--- src/hdl/priority_key_mode_selector_assert.svh ---
// ----------------------------------------------------------------------------
// Priority key mode selector assertion macros
// Property wrappers clocked on clk and disabled while rst_n is low.
// ----------------------------------------------------------------------------
`ifndef PRIORITY_KEY_MODE_SELECTOR_ASSERT_SVH
`define PRIORITY_KEY_MODE_SELECTOR_ASSERT_SVH

// same-cycle implication
`define PKMS_ASSERT_NOW(label, ante, cons, msg) \
  label: assert property (@(posedge clk) disable iff (!rst_n) (ante) |-> (cons)) \
    else $error(msg);

// next-cycle implication
`define PKMS_ASSERT_NEXT(label, ante, cons, msg) \
  label: assert property (@(posedge clk) disable iff (!rst_n) (ante) |=> (cons)) \
    else $error(msg);

`endif

--- src/hdl/pkms_pkg.sv ---
// ----------------------------------------------------------------------------
// Priority key mode selector package
// Sizes, field widths, slot mode codes and configuration register indexes.
// ----------------------------------------------------------------------------
`default_nettype none

package pkms_pkg;

  localparam int SLOTS   = 8;
  localparam int KEYS    = 16;
  localparam int PRESETS = 8;

  localparam int MASK_W     = 16;
  localparam int KEY_W      = 4;
  localparam int MODE_W     = 2;
  localparam int PRESET_W   = 3;
  localparam int CNT_W      = 4;
  localparam int PHASE_W    = 2;
  localparam int SLOT_W     = $clog2(SLOTS);
  localparam int SLOT_CNT_W = $clog2(SLOTS + 1);

  localparam int SLOT_KEYS_W    = 32;
  localparam int SLOT_MODES_W   = 16;
  localparam int SLOT_PRESETS_W = 24;

  localparam int TURBO_PERIOD = 3;

  localparam int IN_TDATA_W  = 16;
  localparam int OUT_TDATA_W = 8;
  localparam int OUT_TUSER_W = 1;
  localparam int CFG_INDEX_W = 2;
  localparam int CFG_DATA_W  = 32;

  typedef enum logic [MODE_W-1:0] {
    MODE_NORMAL  = 2'd0,
    MODE_TURBO   = 2'd1,
    MODE_TOGGLE  = 2'd2,
    MODE_REVERSE = 2'd3
  } mode_t;

  typedef enum logic [CFG_INDEX_W-1:0] {
    CFG_SLOT_COUNT   = 2'd0,
    CFG_SLOT_KEYS    = 2'd1,
    CFG_SLOT_MODES   = 2'd2,
    CFG_SLOT_PRESETS = 2'd3
  } cfg_reg_t;

endpackage

`default_nettype wire

--- src/hdl/priority_key_mode_selector.sv ---
// The result registers when the scan reaches the winning slot s, or after it passes all
// count slots when no slot fires; the scan holds while a result waits on out_tready.
// A single slot evaluation unit visits one slot per cycle while the output is free, and
// in_tready is low during the scan, so a new frame waits until the result is registered.
// Reset: clears the configuration, the per-key edge, latch and turbo state, and the
// result valid flag; the state returns to idle, so the block is ready once reset ends.
// ----------------------------------------------------------------------------
// Priority key mode selector
// Scans configured slots in order per frame and reports the first firing preset, or no override when none fires.
// ----------------------------------------------------------------------------
`default_nettype none

`include "priority_key_mode_selector_assert.svh"

module priority_key_mode_selector (
  input  wire logic                               clk,
  input  wire logic                               rst_n,
  input  wire logic                               in_tvalid,
  output logic                                    in_tready,
  input  wire logic [pkms_pkg::IN_TDATA_W-1:0]    in_tdata,   // [15:0] pressed_mask
  output logic                                    out_tvalid,
  input  wire logic                               out_tready,
  output logic [pkms_pkg::OUT_TDATA_W-1:0]        out_tdata,  // [2:0] preset_index
  output logic [pkms_pkg::OUT_TUSER_W-1:0]        out_tuser,  // [0] override_valid
  input  wire logic                               cfg_valid,
  output logic                                    cfg_ready,
  input  wire logic [pkms_pkg::CFG_INDEX_W-1:0]   cfg_index,
  input  wire logic [pkms_pkg::CFG_DATA_W-1:0]    cfg_data
);

  typedef enum logic {
    ST_IDLE,
    ST_SCAN
  } state_t;

  state_t                                 state_r, state_nxt;
  logic [pkms_pkg::SLOT_CNT_W-1:0]        slot_r, slot_nxt;
  logic [pkms_pkg::SLOT_CNT_W-1:0]        scan_cnt_r, scan_cnt_nxt;
  logic [pkms_pkg::MASK_W-1:0]            mask_r, mask_nxt;
  logic                                   out_valid_r, out_valid_nxt;
  logic                                   ovr_r, ovr_nxt;
  logic [pkms_pkg::PRESET_W-1:0]          preset_r, preset_nxt;

  logic [pkms_pkg::CNT_W-1:0]             slot_count_r;
  logic [pkms_pkg::SLOT_KEYS_W-1:0]       slot_keys_r;
  logic [pkms_pkg::SLOT_MODES_W-1:0]      slot_modes_r;
  logic [pkms_pkg::SLOT_PRESETS_W-1:0]    slot_presets_r;

  logic                                   prev_r  [pkms_pkg::KEYS];
  logic                                   latch_r [pkms_pkg::KEYS];
  logic [pkms_pkg::PHASE_W-1:0]           phase_r [pkms_pkg::KEYS];

  logic [pkms_pkg::SLOT_W-1:0]            slot_idx;
  logic [pkms_pkg::KEY_W-1:0]             key;
  pkms_pkg::mode_t                        mode;
  logic [pkms_pkg::PRESET_W-1:0]          preset_raw;
  logic [pkms_pkg::PRESET_W-1:0]          preset_sel;
  logic [pkms_pkg::SLOT_CNT_W-1:0]        cnt_eff;
  logic                                   key_in_range;
  logic                                   held;
  logic                                   fire;
  logic                                   out_free;
  logic                                   step_en;
  logic [pkms_pkg::PHASE_W:0]             phase_sum;
  logic [pkms_pkg::PHASE_W-1:0]           phase_nxt;
  logic                                   phase_we;
  logic                                   latch_nxt;
  logic                                   toggle_we;

  assign in_tready  = (state_r == ST_IDLE);
  assign cfg_ready  = 1'b1;
  assign out_tvalid = out_valid_r;
  assign out_tdata  = pkms_pkg::OUT_TDATA_W'(preset_r);
  assign out_tuser  = ovr_r;

  assign out_free = !out_valid_r || out_tready;
  assign step_en  = (state_r == ST_SCAN) && out_free && (slot_r != scan_cnt_r);

  assign cnt_eff = (int'(slot_count_r) > pkms_pkg::SLOTS) ?
                   pkms_pkg::SLOT_CNT_W'(pkms_pkg::SLOTS) :
                   pkms_pkg::SLOT_CNT_W'(slot_count_r);

  // slot field selection
  assign slot_idx   = slot_r[pkms_pkg::SLOT_W-1:0];
  assign key        = slot_keys_r[int'(slot_idx)*pkms_pkg::KEY_W +: pkms_pkg::KEY_W];
  assign mode       = pkms_pkg::mode_t'(
                        slot_modes_r[int'(slot_idx)*pkms_pkg::MODE_W +: pkms_pkg::MODE_W]);
  assign preset_raw = slot_presets_r[int'(slot_idx)*pkms_pkg::PRESET_W +: pkms_pkg::PRESET_W];
  assign preset_sel = (int'(preset_raw) >= pkms_pkg::PRESETS) ?
                      pkms_pkg::PRESET_W'(pkms_pkg::PRESETS - 1) : preset_raw;

  assign key_in_range = int'(key) < pkms_pkg::KEYS;
  assign held         = key_in_range && mask_r[key];

  // turbo phase advance: wrap at the period
  assign phase_sum = {1'b0, phase_r[key]} + 3'd1;

  always_comb begin
    fire      = 1'b0;
    phase_we  = 1'b0;
    phase_nxt = phase_r[key];
    toggle_we = 1'b0;
    latch_nxt = latch_r[key];
    case (mode)
      pkms_pkg::MODE_NORMAL: begin
        fire = held;
      end
      pkms_pkg::MODE_TURBO: begin
        if (held) begin
          phase_we = 1'b1;
          if (phase_r[key] == '0) begin
            fire      = 1'b1;
            phase_nxt = pkms_pkg::PHASE_W'(1);
          end else if (int'(phase_sum) >= pkms_pkg::TURBO_PERIOD) begin
            phase_nxt = pkms_pkg::PHASE_W'(phase_sum - 3'(pkms_pkg::TURBO_PERIOD));
          end else begin
            phase_nxt = pkms_pkg::PHASE_W'(phase_sum);
          end
        end
      end
      pkms_pkg::MODE_TOGGLE: begin
        if (key_in_range) begin
          toggle_we = 1'b1;
          latch_nxt = latch_r[key] ^ (held && !prev_r[key]);
          fire      = latch_nxt;
        end
      end
      pkms_pkg::MODE_REVERSE: begin
        fire = !held;
      end
      default: begin
        fire = !held;
      end
    endcase
  end

  always_comb begin
    state_nxt     = state_r;
    slot_nxt      = slot_r;
    scan_cnt_nxt  = scan_cnt_r;
    mask_nxt      = mask_r;
    out_valid_nxt = out_valid_r && !out_tready;
    ovr_nxt       = ovr_r;
    preset_nxt    = preset_r;
    case (state_r)
      ST_IDLE: begin
        if (in_tvalid) begin
          mask_nxt     = in_tdata;
          slot_nxt     = '0;
          scan_cnt_nxt = cnt_eff;
          state_nxt    = ST_SCAN;
        end
      end
      ST_SCAN: begin
        if (out_free) begin
          if (slot_r == scan_cnt_r) begin
            out_valid_nxt = 1'b1;
            ovr_nxt       = 1'b0;
            preset_nxt    = '0;
            state_nxt     = ST_IDLE;
          end else if (fire) begin
            out_valid_nxt = 1'b1;
            ovr_nxt       = 1'b1;
            preset_nxt    = preset_sel;
            state_nxt     = ST_IDLE;
          end else begin
            slot_nxt = slot_r + 1'b1;
          end
        end
      end
      default: begin
        state_nxt = ST_IDLE;
      end
    endcase
  end

  always_ff @(posedge clk) begin
    if (!rst_n) begin
      state_r     <= ST_IDLE;
      out_valid_r <= 1'b0;
    end else begin
      state_r     <= state_nxt;
      out_valid_r <= out_valid_nxt;
    end
    slot_r     <= slot_nxt;
    scan_cnt_r <= scan_cnt_nxt;
    mask_r     <= mask_nxt;
    ovr_r      <= ovr_nxt;
    preset_r   <= preset_nxt;
  end

  always_ff @(posedge clk) begin
    if (!rst_n) begin
      slot_count_r   <= '0;
      slot_keys_r    <= '0;
      slot_modes_r   <= '0;
      slot_presets_r <= '0;
    end else if (cfg_valid) begin
      case (pkms_pkg::cfg_reg_t'(cfg_index))
        pkms_pkg::CFG_SLOT_COUNT:   slot_count_r   <= cfg_data[pkms_pkg::CNT_W-1:0];
        pkms_pkg::CFG_SLOT_KEYS:    slot_keys_r    <= cfg_data[pkms_pkg::SLOT_KEYS_W-1:0];
        pkms_pkg::CFG_SLOT_MODES:   slot_modes_r   <= cfg_data[pkms_pkg::SLOT_MODES_W-1:0];
        pkms_pkg::CFG_SLOT_PRESETS: slot_presets_r <= cfg_data[pkms_pkg::SLOT_PRESETS_W-1:0];
        default: begin
        end
      endcase
    end
  end

  always_ff @(posedge clk) begin
    if (!rst_n) begin
      for (int k = 0; k < pkms_pkg::KEYS; k++) begin
        prev_r[k]  <= 1'b0;
        latch_r[k] <= 1'b0;
        phase_r[k] <= '0;
      end
    end else if (step_en) begin
      if (phase_we) begin
        phase_r[key] <= phase_nxt;
      end
      if (toggle_we) begin
        latch_r[key] <= latch_nxt;
        prev_r[key]  <= held;
      end
    end
  end

  `PKMS_ASSERT_NEXT(a_accept_starts_scan, in_tvalid && in_tready,
    state_r == ST_SCAN && slot_r == '0, "transfer did not start a scan at slot zero")
  `PKMS_ASSERT_NOW(a_slot_within_count, state_r == ST_SCAN,
    slot_r <= scan_cnt_r, "slot pointer passed the scan count")
  `PKMS_ASSERT_NOW(a_no_override_zero_preset, out_valid_r && !ovr_r,
    preset_r == '0, "result without override carries a nonzero preset")
  `PKMS_ASSERT_NEXT(a_fire_ends_scan, step_en && fire,
    state_r == ST_IDLE && out_valid_r, "firing slot did not end the scan")

endmodule

`default_nettype wire
--- config.mk ---
export PLATFORM = sky130hd
export DESIGN_NAME = priority_key_mode_selector
export DESIGN_NICKNAME = d
export VERILOG_FILES = /design/src/hdl/pkms_pkg.sv /design/src/hdl/priority_key_mode_selector.sv
export VERILOG_INCLUDE_DIRS = /design/src /design/src/hdl
export SDC_FILE = /design/constraint.sdc
export NUM_CORES = 1
export LEC_CHECK = 0
export BUFFER_PORTS_ARGS = -buffer_cell sky130_fd_sc_hd__buf_2
export CORE_MARGIN = 8
export CORE_UTILIZATION = 31
export CTS_CLUSTER_SIZE = 28
export DETAILED_ROUTE_END_ITERATION = 10
export GPL_TIMING_DRIVEN = 0
export SYNTH_ARGS = -nofsm -noshare
export SYNTH_HDL_FRONTEND = slang
export SYNTH_SLANG_ARGS = --single-unit
--- constraint.sdc ---
create_clock -name clk -period 7.7 [get_ports clk]
set_clock_uncertainty 0.1 [all_clocks]
set_input_delay 0.77 -clock clk [delete_from_list [all_inputs] [get_ports clk]]
set_output_delay 0.77 -clock clk [all_outputs]
set_load 0.02 [all_outputs]
; ---- Word level (Yosys, flattened, before mapping)
; Memory sizes are Yosys's and may differ from the RTL's.
; Index checks and enable logic that the tools add are counted.
[totals]
reg_bits = 106
mem_count = 3
latchBits = 0
mem_bits_rw = 64
input_bits = 55
romBits = 0
word_cells = 108
out_inout_bits = 12
[classes]
multipliers = 1
reduce_logical = 23
order_cmp = 3
n_bitwise = 2
add_sub_neg = 3
n_eq_ne = 12
muxes = 47
shifts = 3
n_div = 0
[memory_table]
columns = memory, depth, word_bits, rd, rd_ports_with_merged_regs, write_ports, line_no
row1 = phase_r, 16, 2, 1, 0, 16, priority_key_mode_selector.sv:51  ; logic [pkms_pkg::PHASE_W-1:0] phase_r [pkms_pkg::KEYS];
row2 = latch_r, 16, 1, 1, 0, 16, priority_key_mode_selector.sv:50  ; logic latch_r [pkms_pkg::KEYS];
row3 = prev_r, 16, 1, 1, 0, 16, priority_key_mode_selector.sv:49  ; logic prev_r [pkms_pkg::KEYS];
[op_table]
columns = cell, count
row1 = $shiftx 32x6->4, 1
row2 = $mux 1, 30
row3 = $mux 4, 7
row4 = $shiftx 24x6->3, 1
row5 = $shiftx 16x5->2, 1
row6 = $mux 2, 5
row7 = $reduce_and 2->1, 5
row8 = $eq 2x2->1 const B, 4
row9 = $pmux 4 s2, 1
row10 = $logic_not 2->1, 3
row11 = $ne 2x2->1 const B, 3
row12 = $lt 4x5->1 const B, 1
row13 = $mul 3x2->5 const B, 1
row14 = $add 4x1->4 const B, 1
row15 = $bmux 1 s4, 1
row16 = $eq 2x1->1 const B, 2
row17 = $eq 4x4->1, 1
row18 = $gt 4x4->1 const B, 1
row19 = $logic_and 1x1->1, 4
row20 = $logic_not 1->1, 4
row21 = $ne 4x4->1, 1
row22 = $pmux 1 s4, 1
row23 = $reduce_and 4->1, 1
row24 = $add 2x1->3 const B, 1
row25 = other kinds (12), 13

; ---- Logic depth before layout (Yosys ltp)
; Gate-level depths: netlist of the first run.
[depth]
depth_word = 11
depth_mapped = 17
depth_no_buf = 13

; ---- Worst setup path after synthesis of the first run
; OpenSTA, ideal clock, no wires.
[synth_path]
path_kind = reg-to-reg
startpoint = register slot_r[0] in the netlist's numbering
endpoint = register slot_r[0] in the netlist's numbering (enable)
path_buffers = 2
setup_ps = 303
arrival_time_ps = 3226
required_ps = 7297
stages_incl_launch_ff = 13
slack_ps = 4072
period_less_slack_ps = 3628
path_cell_list = edfxtp_1 > mux4_1 > mux2i_4 > buf_6 > buf_4 > mux4_2 > a21oi_1 > inv_1 > ha_1 > a21boi_0 > nor2_1 > o21ai_0 > a31o_2
[synth_via]
elab_chain_len = 8
elab_cells_between_ends = 23
cone_classes = 6 x eq/ne / 2 x shift / 5 x mux / 1 x bitwise / 6 x reduce/logical / 3 x memory
[synth_rtl]
columns = item, line_no
row1 = "start, declared", priority_key_mode_selector.sv:37  ; logic [pkms_pkg::SLOT_CNT_W-1:0] slot_r, slot_nxt;
row2 = "start signal, assigned", priority_key_mode_selector.sv:185  ; slot_r <= slot_nxt;
row3 = $shiftx 32x6->4, priority_key_mode_selector.sv:85  ; assign key = slot_keys_r[int'(slot_idx)*pkms_pkg::KEY_W +: pkms_pkg::KEY_W];
row4 = $mem_v2 16x2 (tied with other cells), -
row5 = $logic_not 2->1 (tied with other cells), priority_key_mode_selector.sv:111  ; if (phase_r[key] == '0) begin
row6 = $mux 1 / $logic_and 1x1->1 (equally long branches), "priority_key_mode_selector.sv:111, priority_key_mode_selector.sv:124"
row7 = $mux 1 / $xor 1x1->1 (equally long branches), "priority_key_mode_selector.sv:109, priority_key_mode_selector.sv:124"
row8 = $pmux 1 s4, priority_key_mode_selector.sv:104  ; case (mode)
row9 = $ne 2x2->1 (no line), -
row10 = $reduce_and 4->1 (no line) (*), -
; Every way passes the cells marked *; elsewhere a longest branch is shown, timed or not. The select of a mux whose other input is x is not followed.
; A chain may end at the register's enable or synchronous reset.

; ---- Final worst setup path of the first run
[layout_path]
startpoint = register slot_r[0] in the netlist's numbering
endpoint = register preset_r[1] in the netlist's numbering (enable)
[layout_via]
elab_chain_len = 8
elab_cells_between_ends = 22
cone_classes = 4 x eq/ne / 2 x shift / 5 x mux / 1 x bitwise / 7 x reduce/logical / 3 x memory
[layout_rtl]
columns = item, line_no
row1 = $shiftx 32x6->4, priority_key_mode_selector.sv:85
row2 = $mem_v2 16x2 (tied with other cells), -
row3 = $logic_not 2->1 (tied with other cells), priority_key_mode_selector.sv:111
row4 = $mux 1 / $logic_and 1x1->1 (equally long branches), "priority_key_mode_selector.sv:111, priority_key_mode_selector.sv:124"
row5 = $mux 1 / $xor 1x1->1 (equally long branches), "priority_key_mode_selector.sv:109, priority_key_mode_selector.sv:124"
row6 = $pmux 1 s4, priority_key_mode_selector.sv:104
row7 = $reduce_bool 2->1 (no line) (*), -
row8 = $reduce_and 3->1 (no line) (*), -
row9 = "end signal, assigned", priority_key_mode_selector.sv:189  ; preset_r <= preset_nxt;
row10 = "end, declared", priority_key_mode_selector.sv:42  ; logic [pkms_pkg::PRESET_W-1:0] preset_r, preset_nxt;
; Marks and branches as above.

==> impl_results.md, run 1 <==
- Status: finished clean
- Most common cell on crit path: mux4_2
- Slowest cell delay on critical path: 0.66 ns
- DP HPWL: 16.38 mm
- I/O pin count: 67
- Routed len/inst: 17.42 µm
- Die Width: 179.8 µm
- Via count: 6307
- Fin Hold WS: 0.3612 ns
- Row count: 60
- Routed met1 length: 9.765 mm
- GP Congestion: 0.8003
- Die area: 32310 µm²
- Final hold vios: 0
- Power Density: 253.6 nW/µm²
- EDFF count, synth: 60
- Area of the multi-input gates: 3951 µm²
- RSZ-0062 raised after global routing: no
- Synth unique cells: 60
- Primary FF master, synth: dfxtp_1
- HP Class: reg2reg
- Number of synthesized register bits: 170
- Final Cycle Share: 58.25%
- Met3 routed WL: 1.109 mm
- Min-delay src: slot_presets_r[6]
- CTS tree: done
- Post-synth top cells: nand2_1 (217), dfxtp_1 (110), a21boi_0 (73)
- Largest net degree at the start of global routing: 17
- Cell Area, Synth: 8313 µm²
- Syn_area_per_cell: 9.920 µm²
- Main combinational cell family by area after synthesis: simple AND/OR/NAND/NOR gates
- Fin nets: 979
- Crit start category: register
- Yosys Warn Count: 0
- Root buffer cell: clkbuf_16
- Compound-gate portion of the synthesized area: 11.11%
- Setup violators final: 0
- Fin Setup TNS: 0 ns
- Post-CTS Setup Bufs: 0
- Post-synthesis simple-gate area fraction: 19.51%
- Reg2reg start: slot_r[0]
- Critical path class: reg2reg
- CP Launch Point: slot_r[0]
- Metal2 WL: 10.87 mm
- CTS Sinks: 170
- Initial DRC Count: 376
- VDD IR max: 0.1524 mV
- Antenna violations before repair: 0
- # diodes: 0
- Worst-skew pair later-pin latency: 0.43 ns
- Area Overhead vs Synth: 16.74%
- First-pass iteration count of the detailed router: 7
- CP max-delay cell: mux2i_1
- CP required: 7.74 ns
- Mux contribution to synthesized area: 15.32%
- Sequential area share after synthesis: 48.16%
- Drt drc: 0
- Vias in the first global route: 6339
- GRT Total Usage: 13.71%
- Die height: 179.8 µm
- H-tree levels: 4
- Vias/cell: 4.947
- Total Power Consumption: 2.461 mW
- Crit end category: register
- Final Slew Violations: 0
- Adder-cell share of the synthesized area: 0.4515%
- Total gr overflow: 0
- Final Critical Period: 4.485 ns
- Share of flip-flops with an asynchronous set or reset after synthesis: 0%
- Largest area contributor in the netlist: dfxtp_1
- Post-synth top area share: 26.49%
- Antenna Nets Post-Route: 0
- Final wirelength: 22.21 mm
- Design Area, Final: 9704 µm²
- Critical path cell sequence: buf_6 -> buf_4 -> mux4_2 -> mux2i_1 -> mux4_2 -> a21oi_1 -> inv_1 -> ha_1 -> a21boi_0 -> o311ai_1 -> a21oi_2 -> nor2_1
- PortBufs: 59
- Longest Clk Path Bufs: 2
- Wire length of the first global-routing pass: 34.93 mm
- Placed inst area: 9080 µm²
- Clk slew on worst S/H paths: 0.07 ns
- CTS hold repair buffers: 0
- Count leader, synth: nand2_1
- Max-cap violations: 0
- Slew margin rel.: 44.90%
- FMAX: 223.0 MHz
- DR top layer: met4
- Worst Path Arrival: 4.53 ns
- Cell count after synthesis: 838
- CTS Buf Count: 17
- Seq. cell area: 4004 µm²
- Layout cells sized above 1: 17.56%
- Synth Area in XOR/XNOR: 0.8429%
- Synth top area cells: dfxtp_1 (26%), edfxtp_1 (22%), nand2_1 (9.8%)
- Slew @ Worst Pin: 0.8034 ns
- Pleak: 3.551 nW
- CP Max Fanout: 10
- Core region area: 26650 µm²
- PostCTS Resize Cnt: 0
- Initial Util: 31.19%
- Fillcell total: 2645
[final timing paths]
kind	end	slack, ns	depth (start not counted)
worst max register to register	preset_r[1]	3.21	12
worst min-delay path	slot_presets_r[6]	0.36	2
worst max-delay path	preset_r[1]	3.21	12
worst min register to register	slot_presets_r[6]	0.36	2
[worst max-delay path: cells and delay by family (launching register included)]
kind                     cells  cell delay, ns
flip-flops                   1            0.58
AO/OA/AOI/OAI                4            0.98
adder cells (fa/ha/maj)      1            0.21
buffers and inverters        3            0.55
multiplexers                 3            1.63
AND/OR/NAND/NOR              1            0.15
[cell usage in the layout (no fill, tap or decap), types with 5 or more instances in the layout]
cell,n
mux4_2,21
mux2i_1,69
nand3b_1,6
buf_4,11
o22ai_1,9
clkbuf_1,33
nor2b_1,11
nand2_1,217
buf_6,6
dfxtp_1,110
buf_2,71
nand2b_1,15
a21boi_0,73
a211oi_1,6
inv_1,11
and2_1,5
clkbuf_16,18
nand3_1,19
nor2_1,61
o21ai_0,15
edfxtp_1,60
conb_1,6
xor2_1,7
[power by group]
group          total (mW)  switching, mW  internal (mW)
logic               0.553          0.349          0.204
registers           0.998         0.0260          0.972
clock network       0.911          0.368          0.542
total                2.46          0.743           1.72
[per-layer routing]
layer,track usage (%),vias to the layer above
li1,-,3061
met5,0,-
met1,16.64,3050
met3,3.488,28
met4,4.835,0
met2,23.28,168
[logic make-up after synthesis]
kind of cell,count (synthesis)
AOI/OAI and AO/OA,125
xor gates and xnor gates,8
adders and majority gates,3
buffers and inverters,73
DFF,170
muxes,97
other,2
and+or+nand+nor,360
[state kept, by name, summed over array words and instances, names as in the netlist, 3 cells and up]
register and count:
slot_r 4, prev_r 16, slot_presets_r 24, slot_modes_r 16, slot_keys_r 32, scan_cnt_r 4, phase_r 32, slot_count_r 4
latch_r 16, preset_r 3, mask_r 16
[final cells by class]
cell class,instances,share of cell area (%)
Buffer,61,3.404
Clock buffer,20,4.822
Clock inverter,12,1.612
Inverter,12,0.4642
Multi-Input combinational cell,599,40.72
Sequential cell,170,41.26
Tap cell,341,4.397
Timing Repair Buffer,60,3.326
[metrics by stage]
step           std cells  setup slack, ns  util, %
4_1_cts             1275            3.242    36.41
5_1_grt             1275            2.969    36.41
6_report            1275            3.215    36.41
2_1_floorplan        842            4.072        -
3_5_place_dp        1243            3.266    34.07
3_3_place_gp        1242            3.260    33.96
(Power assumes the default switching activity.)
==> inputs of run 2 (changes only) <==
--- a/config.mk
+++ b/config.mk
@@ -6,6 +6,7 @@
 export SDC_FILE = /design/constraint.sdc
 export NUM_CORES = 1
 export LEC_CHECK = 0
+export ABC_AREA = 1
 export BUFFER_PORTS_ARGS = -buffer_cell sky130_fd_sc_hd__buf_2
 export CORE_MARGIN = 8
 export CORE_UTILIZATION = 31
==> constraint.sdc (replaced) <==
create_clock -name clk -period 3.65 [get_ports clk]
set_clock_uncertainty 0.1 [all_clocks]
set_input_delay 0.365 -clock clk [delete_from_list [all_inputs] [get_ports clk]]
set_output_delay 0.365 -clock clk [all_outputs]
set_load 0.02 [all_outputs]
==> run 2 against run 1 <==
Compared with the run above: power increased to 3.2 times the previous value; wire length increased by 1.5%; first-iteration DRC count rose by 51%; sequential cell count unchanged; core utilization increased by 0.66 points; global-route usage increased by 0.66 points; final area decreased by 1.3%; sequential power rose by 120%.
==> impl_results.md, run 2 <==
- Worst Path Arrival: 3.53 ns
- Placed inst area: 8836 µm²
- Max-cap violations: 0
- CP required: 3.73 ns
- R2r setup slk: 0.20 ns
- Cell Area, Synth: 8089 µm²
- Final hold vios: 0
- Fin nets: 1148
- Largest area contributor in the netlist: dfxtp_1
- Clk slew on worst S/H paths: 0.07 ns
- Yosys Warn Count: 0
- Sequential area share after synthesis: 49.50%
- Die Width: 177.5 µm
- Area Overhead vs Synth: 18.42%
- Fillcell total: 2675
- VDD IR max: 0.4327 mV
- Reg2reg start: slot_r[0]
- Row count: 59
- Slew margin rel.: 59.51%
- Final Cycle Share: 94.50%
- Root buffer cell: clkbuf_16
- Slowest cell delay on critical path: 0.54 ns
- EDFF count, synth: 60
- Most common cell on crit path: buf_6
- Layout cells sized above 1: 18.59%
- Design Area, Final: 9579 µm²
- Area of the multi-input gates: 3531 µm²
- Power Density: 826.4 nW/µm²
- Slew @ Worst Pin: 0.6074 ns
- Status: finished clean
- Crit end category: register
- Commonest non-fill, non-tap cell in the layout: nand2_1
- Antenna violations before repair: 0
- Final Critical Period: 3.449 ns
- HP Class: in2reg
- Count leader, synth: nand2_1
- Synth Area in XOR/XNOR: 0.5414%
- Initial DRC Count: 566
- WP buf/inv: 6
- Reg2reg path depth: 19
- DP HPWL: 16.13 mm
- Vias in the first global route: 6715
- CP Max Fanout: 10
- CTS tree: done
- Post-synthesis simple-gate area fraction: 28.23%
- CP Launch Point: slot_r[0]
- Top Registers: phase_r: 32 flops, slot_keys_r: 32 flops, slot_presets_r: 24 flops
- Post-synth top cells: nand2_1 (214), nor2_1 (133), nand3_1 (112)
- PortBufs: 59
- Cell count after synthesis: 997
- Most frequent cells in the layout: nand2_1 (212), nor2_1 (128), nand3_1 (112)
- Vias/cell: 4.935
- Synth unique cells: 41
- Worst-skew pair later-pin latency: 0.43 ns
- CTS Buf Count: 17
- GRT Total Usage: 14.38%
- Die height: 177.5 µm
- Family with the most delay on the worst path: buffers and inverters
- Mux contribution to synthesized area: 0%
- Largest net degree at the start of global routing: 17
- CTS Sinks: 170
- Wire length of the first global-routing pass: 35.97 mm
- Via count: 7096
- Final Slew Violations: 0
- Longest Clk Path Bufs: 2
- Compound-gate portion of the synthesized area: 13.75%
- Pleak: 3.856 nW
- GP Congestion: 0.8498
- FMAX: 289.9 MHz
- Share of flip-flops with an asynchronous set or reset after synthesis: 0%
- Syn_area_per_cell: 8.113 µm²
- Adder-cell share of the synthesized area: 0.4640%
- H-tree levels: 4
- First-pass iteration count of the detailed router: 6
- Routed len/inst: 15.68 µm
- Fin Hold WS: 0.01531 ns
- CP max-delay cell: edfxtp_1
- CP Depth: 19
- Main combinational cell family by area after synthesis: simple AND/OR/NAND/NOR gates
- Critical path cell sequence: buf_6 -> nand2_1 -> nand3_2 -> nand3_4 -> nand2_4 -> buf_6 -> nand2_2 -> inv_2 -> buf_6 -> a22oi_1 -> nand2_1 -> nand2_1 -> nand4_1 -> inv_2 -> ha_1 -> nor2_1 -> a21oi_4 -> buf_6 -> nor2_2
- Crit start category: register
- Antenna Nets Post-Route: 0
- Number of synthesized register bits: 170
- Final wirelength: 22.54 mm
- Seq. cell area: 4004 µm²
- # diodes: 0
- RSZ-0062 raised after global routing: no
- I/O pin count: 67
- Initial Util: 31.31%
- Core region area: 25840 µm²
- Drt drc: 0
- Die area: 31520 µm²
- Post-synth top area share: 27.22%
- Critical path class: reg2reg
- Setup violators final: 0
- Endpoint of the lowest-slack register-to-register path: phase_r[4][0]
- Synth top area cells: dfxtp_1 (27%), edfxtp_1 (22%), nand2_1 (9.9%)
- Total gr overflow: 0
- Crit path to: phase_r[4][0]
- Primary FF master, synth: dfxtp_1
run 2: cell types whose count changed after synthesis, moves of 16 or more:
cell | before | now
mux4_2 | 21 | 0
a22oi_1 | 0 | 16
mux2i_1 | 69 | 0
a21oi_1 | 2 | 45
nor2_1 | 61 | 133
a21boi_0 | 73 | 0
o21ai_0 | 15 | 97
nand3_1 | 19 | 112
inv_1 | 11 | 37
run 2: how the worst min path moves through the flow:
| stage | depth (start not counted) | startpoint | to |
|---|---|---|---|
| after global routing | 1 | in_tdata[15] | mask_r[15] |
| final | 1 | in_tdata[5] | mask_r[5] |
| after CTS | 1 | in_tdata[11] | mask_r[11] |
| after global placement | 2 | slot_presets_r[15] | slot_presets_r[15] |
| after detailed placement | 2 | slot_presets_r[11] | slot_presets_r[11] |
| after floorplan | 2 | slot_presets_r[10] | slot_presets_r[10] |
run 2: stage by stage:
| step | cells | setup slack (ns) | total power, mW | util (%) | TNS [ns] |
|---|---|---|---|---|---|
| finish | 1438 | 0.2009 | 7.917 | 37.08 | 0 |
| global route | 1438 | 0.01628 | 8.370 | 37.08 | 0 |
| CTS | 1434 | 0.01141 | 7.818 | 36.77 | 0 |
| detailed placement | 1396 | -0.06718 | 5.986 | 34.20 | -0.2702 |
| global placement | 1395 | 0.009546 | 5.970 | 34.13 | 0 |
| floorplan | 1001 | 0.7964 | 4.886 | - | 0 |
run 2: logic make-up after synthesis:
| group | Yosys count |
|---|---|
| adders and majority gates | 3 |
| xor gates and xnor gates | 5 |
| buffers and inverters | 119 |
| other | 2 |
| and+or+nand+nor | 503 |
| DFF | 170 |
| AOI/OAI and AO/OA | 195 |
run 2: report_power, final:
| group | total (mW) | switching [mW] | internal [mW] |
|---|---|---|---|
| Combinational | 3.86 | 2.70 | 1.16 |
| Sequential | 2.22 | 0.0732 | 2.15 |
| Clock | 1.83 | 0.783 | 1.05 |
run 2: area by class of cell:
type                       instances  area share [%]
sequential                       170           41.80
timing repair buffer              70           4.206
multi-input combinational        712           36.86
tap                              335           4.376
clock buffer                      21           5.146
buffer                            70           4.506
inverter                          49           1.998
clock inverter                    11           1.110
run 2: routing by layer:
| metal | GRT usage (%) | vias to the layer above | part of all wire [%] |
|---|---|---|---|
| li1 | - | 3512 | - |
| met1 | 18.31 | 3348 | 44 |
| met2 | 24.43 | 197 | 49 |
| met3 | 2.766 | 39 | 4.7 |
| met4 | 3.994 | 0 | 1.7 |
| met5 | 0 | - | 0 |
run 2: repair_timing:
item | in CTS | in global routing
gates resized for setup | 3 | 19
endpoints found under the setup margin | 14 | 28
buffers inserted | 0 | 3
hold buffers | 6 | 1
pin swaps | 0 | 1
endpoints found under the hold margin | 6 | 1
==> inputs of run 3 (changes only) <==
--- a/config.mk
+++ b/config.mk
@@ -8,7 +8,7 @@
 export LEC_CHECK = 0
 export ABC_AREA = 1
 export BUFFER_PORTS_ARGS = -buffer_cell sky130_fd_sc_hd__buf_2
-export CORE_MARGIN = 8
+export CORE_MARGIN = 4
 export CORE_UTILIZATION = 31
 export CTS_CLUSTER_SIZE = 28
 export DETAILED_ROUTE_END_ITERATION = 10
==> constraint.sdc (replaced) <==
create_clock -name clk -period 4.3 [get_ports clk]
set_clock_uncertainty 0.1 [all_clocks]
set_input_delay 0.43 -clock clk [delete_from_list [all_inputs] [get_ports clk]]
set_output_delay 0.43 -clock clk [all_outputs]
set_load 0.02 [all_outputs]
==> run 3 against run 2 <==
Compared with the run above: power decreased by 17%; sequential share of layout area increased by 0.77 points; first-iteration DRC count decreased by 25%; combinational power decreased by 18%; clock power decreased by 16%; hold slack improved by 0.049 ns; register-to-register slack improved by 0.52 ns; clock-buffer cell count decreased by 4; maximum frequency decreased by 3.6%; sequential cell count unchanged; largest power group unchanged; highest routed layer unchanged.
==> impl_results.md, run 3 (synthesis results as in run 2) <==
- Status: finished clean
- CTS Sinks: 170
- CTS Buf Count: 17
- Initial DRC Count: 425
- CP Max Fanout: 10
- Min-delay src: in_tdata[0]
- Antenna Nets Post-Route: 0
- FMAX: 279.4 MHz
- Fin Setup TNS: 0 ns
- Wire length of the first global-routing pass: 35.61 mm
- Slew margin rel.: 57.93%
- Via count: 6989
- Vias in the first global route: 6597
- Pleak: 3.807 nW
- VDD IR max: 0.2981 mV
- Drt drc: 0
- Row count: 58
- GP Congestion: 0.8827
- Most frequent cells in the layout: nand2_1 (214), nor2_1 (132), nand3_1 (112)
- Power Density: 699.4 nW/µm²
- Top Registers: phase_r: 32 flops, slot_keys_r: 32 flops, slot_presets_r: 24 flops
- Placed inst area: 8830 µm²
- Fin Hold WS: 0.06426 ns
- RSZ-0062 raised after global routing: no
- Total gr overflow: 0
- PostCTS Resize Cnt: 0
- Final Slew Violations: 0
- Antenna violations before repair: 0
- Longest Clk Path Bufs: 2
- Worst Path Arrival: 3.67 ns
- Routed len/inst: 15.79 µm
- Fillcell total: 2682
- CP required: 4.39 ns
- Reg2reg start: slot_r[0]
- Die height: 169.5 µm
- DP HPWL: 16.26 mm
- Total Power Consumption: 6.578 mW
- First-pass iteration count of the detailed router: 5
- Setup violators final: 0
- Vias/cell: 4.911
- Largest net degree at the start of global routing: 18
- Worst-skew pair later-pin latency: 0.44 ns
- Initial Util: 31.85%
- Design Area, Final: 9405 µm²
- Clk slew on worst S/H paths: 0.07 ns
- Critical path class: reg2reg
- HP Class: in2reg
- Final wirelength: 22.48 mm
- Max-cap violations: 0
- I/O pin count: 67
- H-tree levels: 4
- Fin nets: 1138
- Area Overhead vs Synth: 16.27%
- Die Width: 169.5 µm
- Commonest non-fill, non-tap cell in the layout: nand2_1
- Final hold vios: 0
- CP Launch Point: slot_r[0]
- GRT Total Usage: 15.84%
- Root buffer cell: clkbuf_16
- Die area: 28740 µm²
- Layout cells sized above 1: 17.84%
- # diodes: 0
- Crit start category: register
- PortBufs: 59
- Crit end category: register
- Final Critical Period: 3.580 ns
- Final Cycle Share: 83.25%
- CTS hold repair buffers: 0
- Post-CTS Setup Bufs: 0
- CTS tree: done
- Slew @ Worst Pin: 0.6311 ns
- Core region area: 25400 µm²
[run 3: changes by cell type in the layout (fill, tap and decap cells not counted), moves of 3 or more]
cell,previous run,this run
buf_2,64,69
inv_6,2,8
inv_8,0,3
buf_4,18,14
nor2_1,128,132
dlygate4sd3_1,7,0
clkinv_4,3,0
[run 3: stage by stage]
stage	cells	setup slack (ns)	utilization [%]
floorplan	1001	1.446	-
global placement	1390	0.7419	34.69
detailed placement	1391	0.7206	34.76
CTS	1423	0.7075	37.03
global route	1423	0.4818	37.03
finish	1423	0.7205	37.03
[run 3: final timing paths]
kind                            cells past startpoint  slack (ns)              to
worst max register to register                     17        0.72   phase_r[8][0]
worst min register to register                      2        0.35  slot_keys_r[0]
worst max-delay path                               17        0.72   phase_r[8][0]
worst min-delay path                                1        0.06       mask_r[0]
[run 3: critical path: stages, from the launching register on]
cell and delay, ns:
edfxtp_1 0.49, inv_2 0.20, buf_2 0.26, nand2_1 0.08, nand3_1 0.07, nand2_1 0.06, nand2_1 0.05, nand2_1 0.18
nor2_1 0.27, buf_2 0.31, nand2_1 0.15, nand4_4 0.15, inv_1 0.06, ha_1 0.27, nor2_1 0.06, a21oi_4 0.27
buf_6 0.23, nor2_2 0.04
[run 3: per-layer routing]
layer / vias to the layer above / share of wire, % / global-route usage (%)
li1: 3491 / - / -
met1: 3263 / 45 / 21.44
met4: 0 / 2.5 / 5.460
met3: 35 / 6.2 / 3.168
met2: 200 / 46 / 25.41
met5: - / 0 / 0
[run 3: cell type report]
class	count	area [µm²]	area share (%)
Sequential cell	170	4004	42.57
Multi-Input combinational cell	712	3502	37.24
Clock buffer	17	425.4	4.523
Tap cell	330	412.9	4.390
Buffer	70	411.6	4.377
Timing Repair Buffer	60	310.3	3.299
Inverter	49	188.9	2.009
Clock inverter	15	150.1	1.596
[run 3: power by group]
group / internal [mW] / switching [mW] / total [mW] / leakage, nW
Combinational: 0.905 / 2.26 / 3.16 / 2.02
Sequential: 1.83 / 0.0626 / 1.89 / 1.49
Clock: 0.822 / 0.707 / 1.53 / 0.290
Total: 3.55 / 3.03 / 6.58 / 3.81
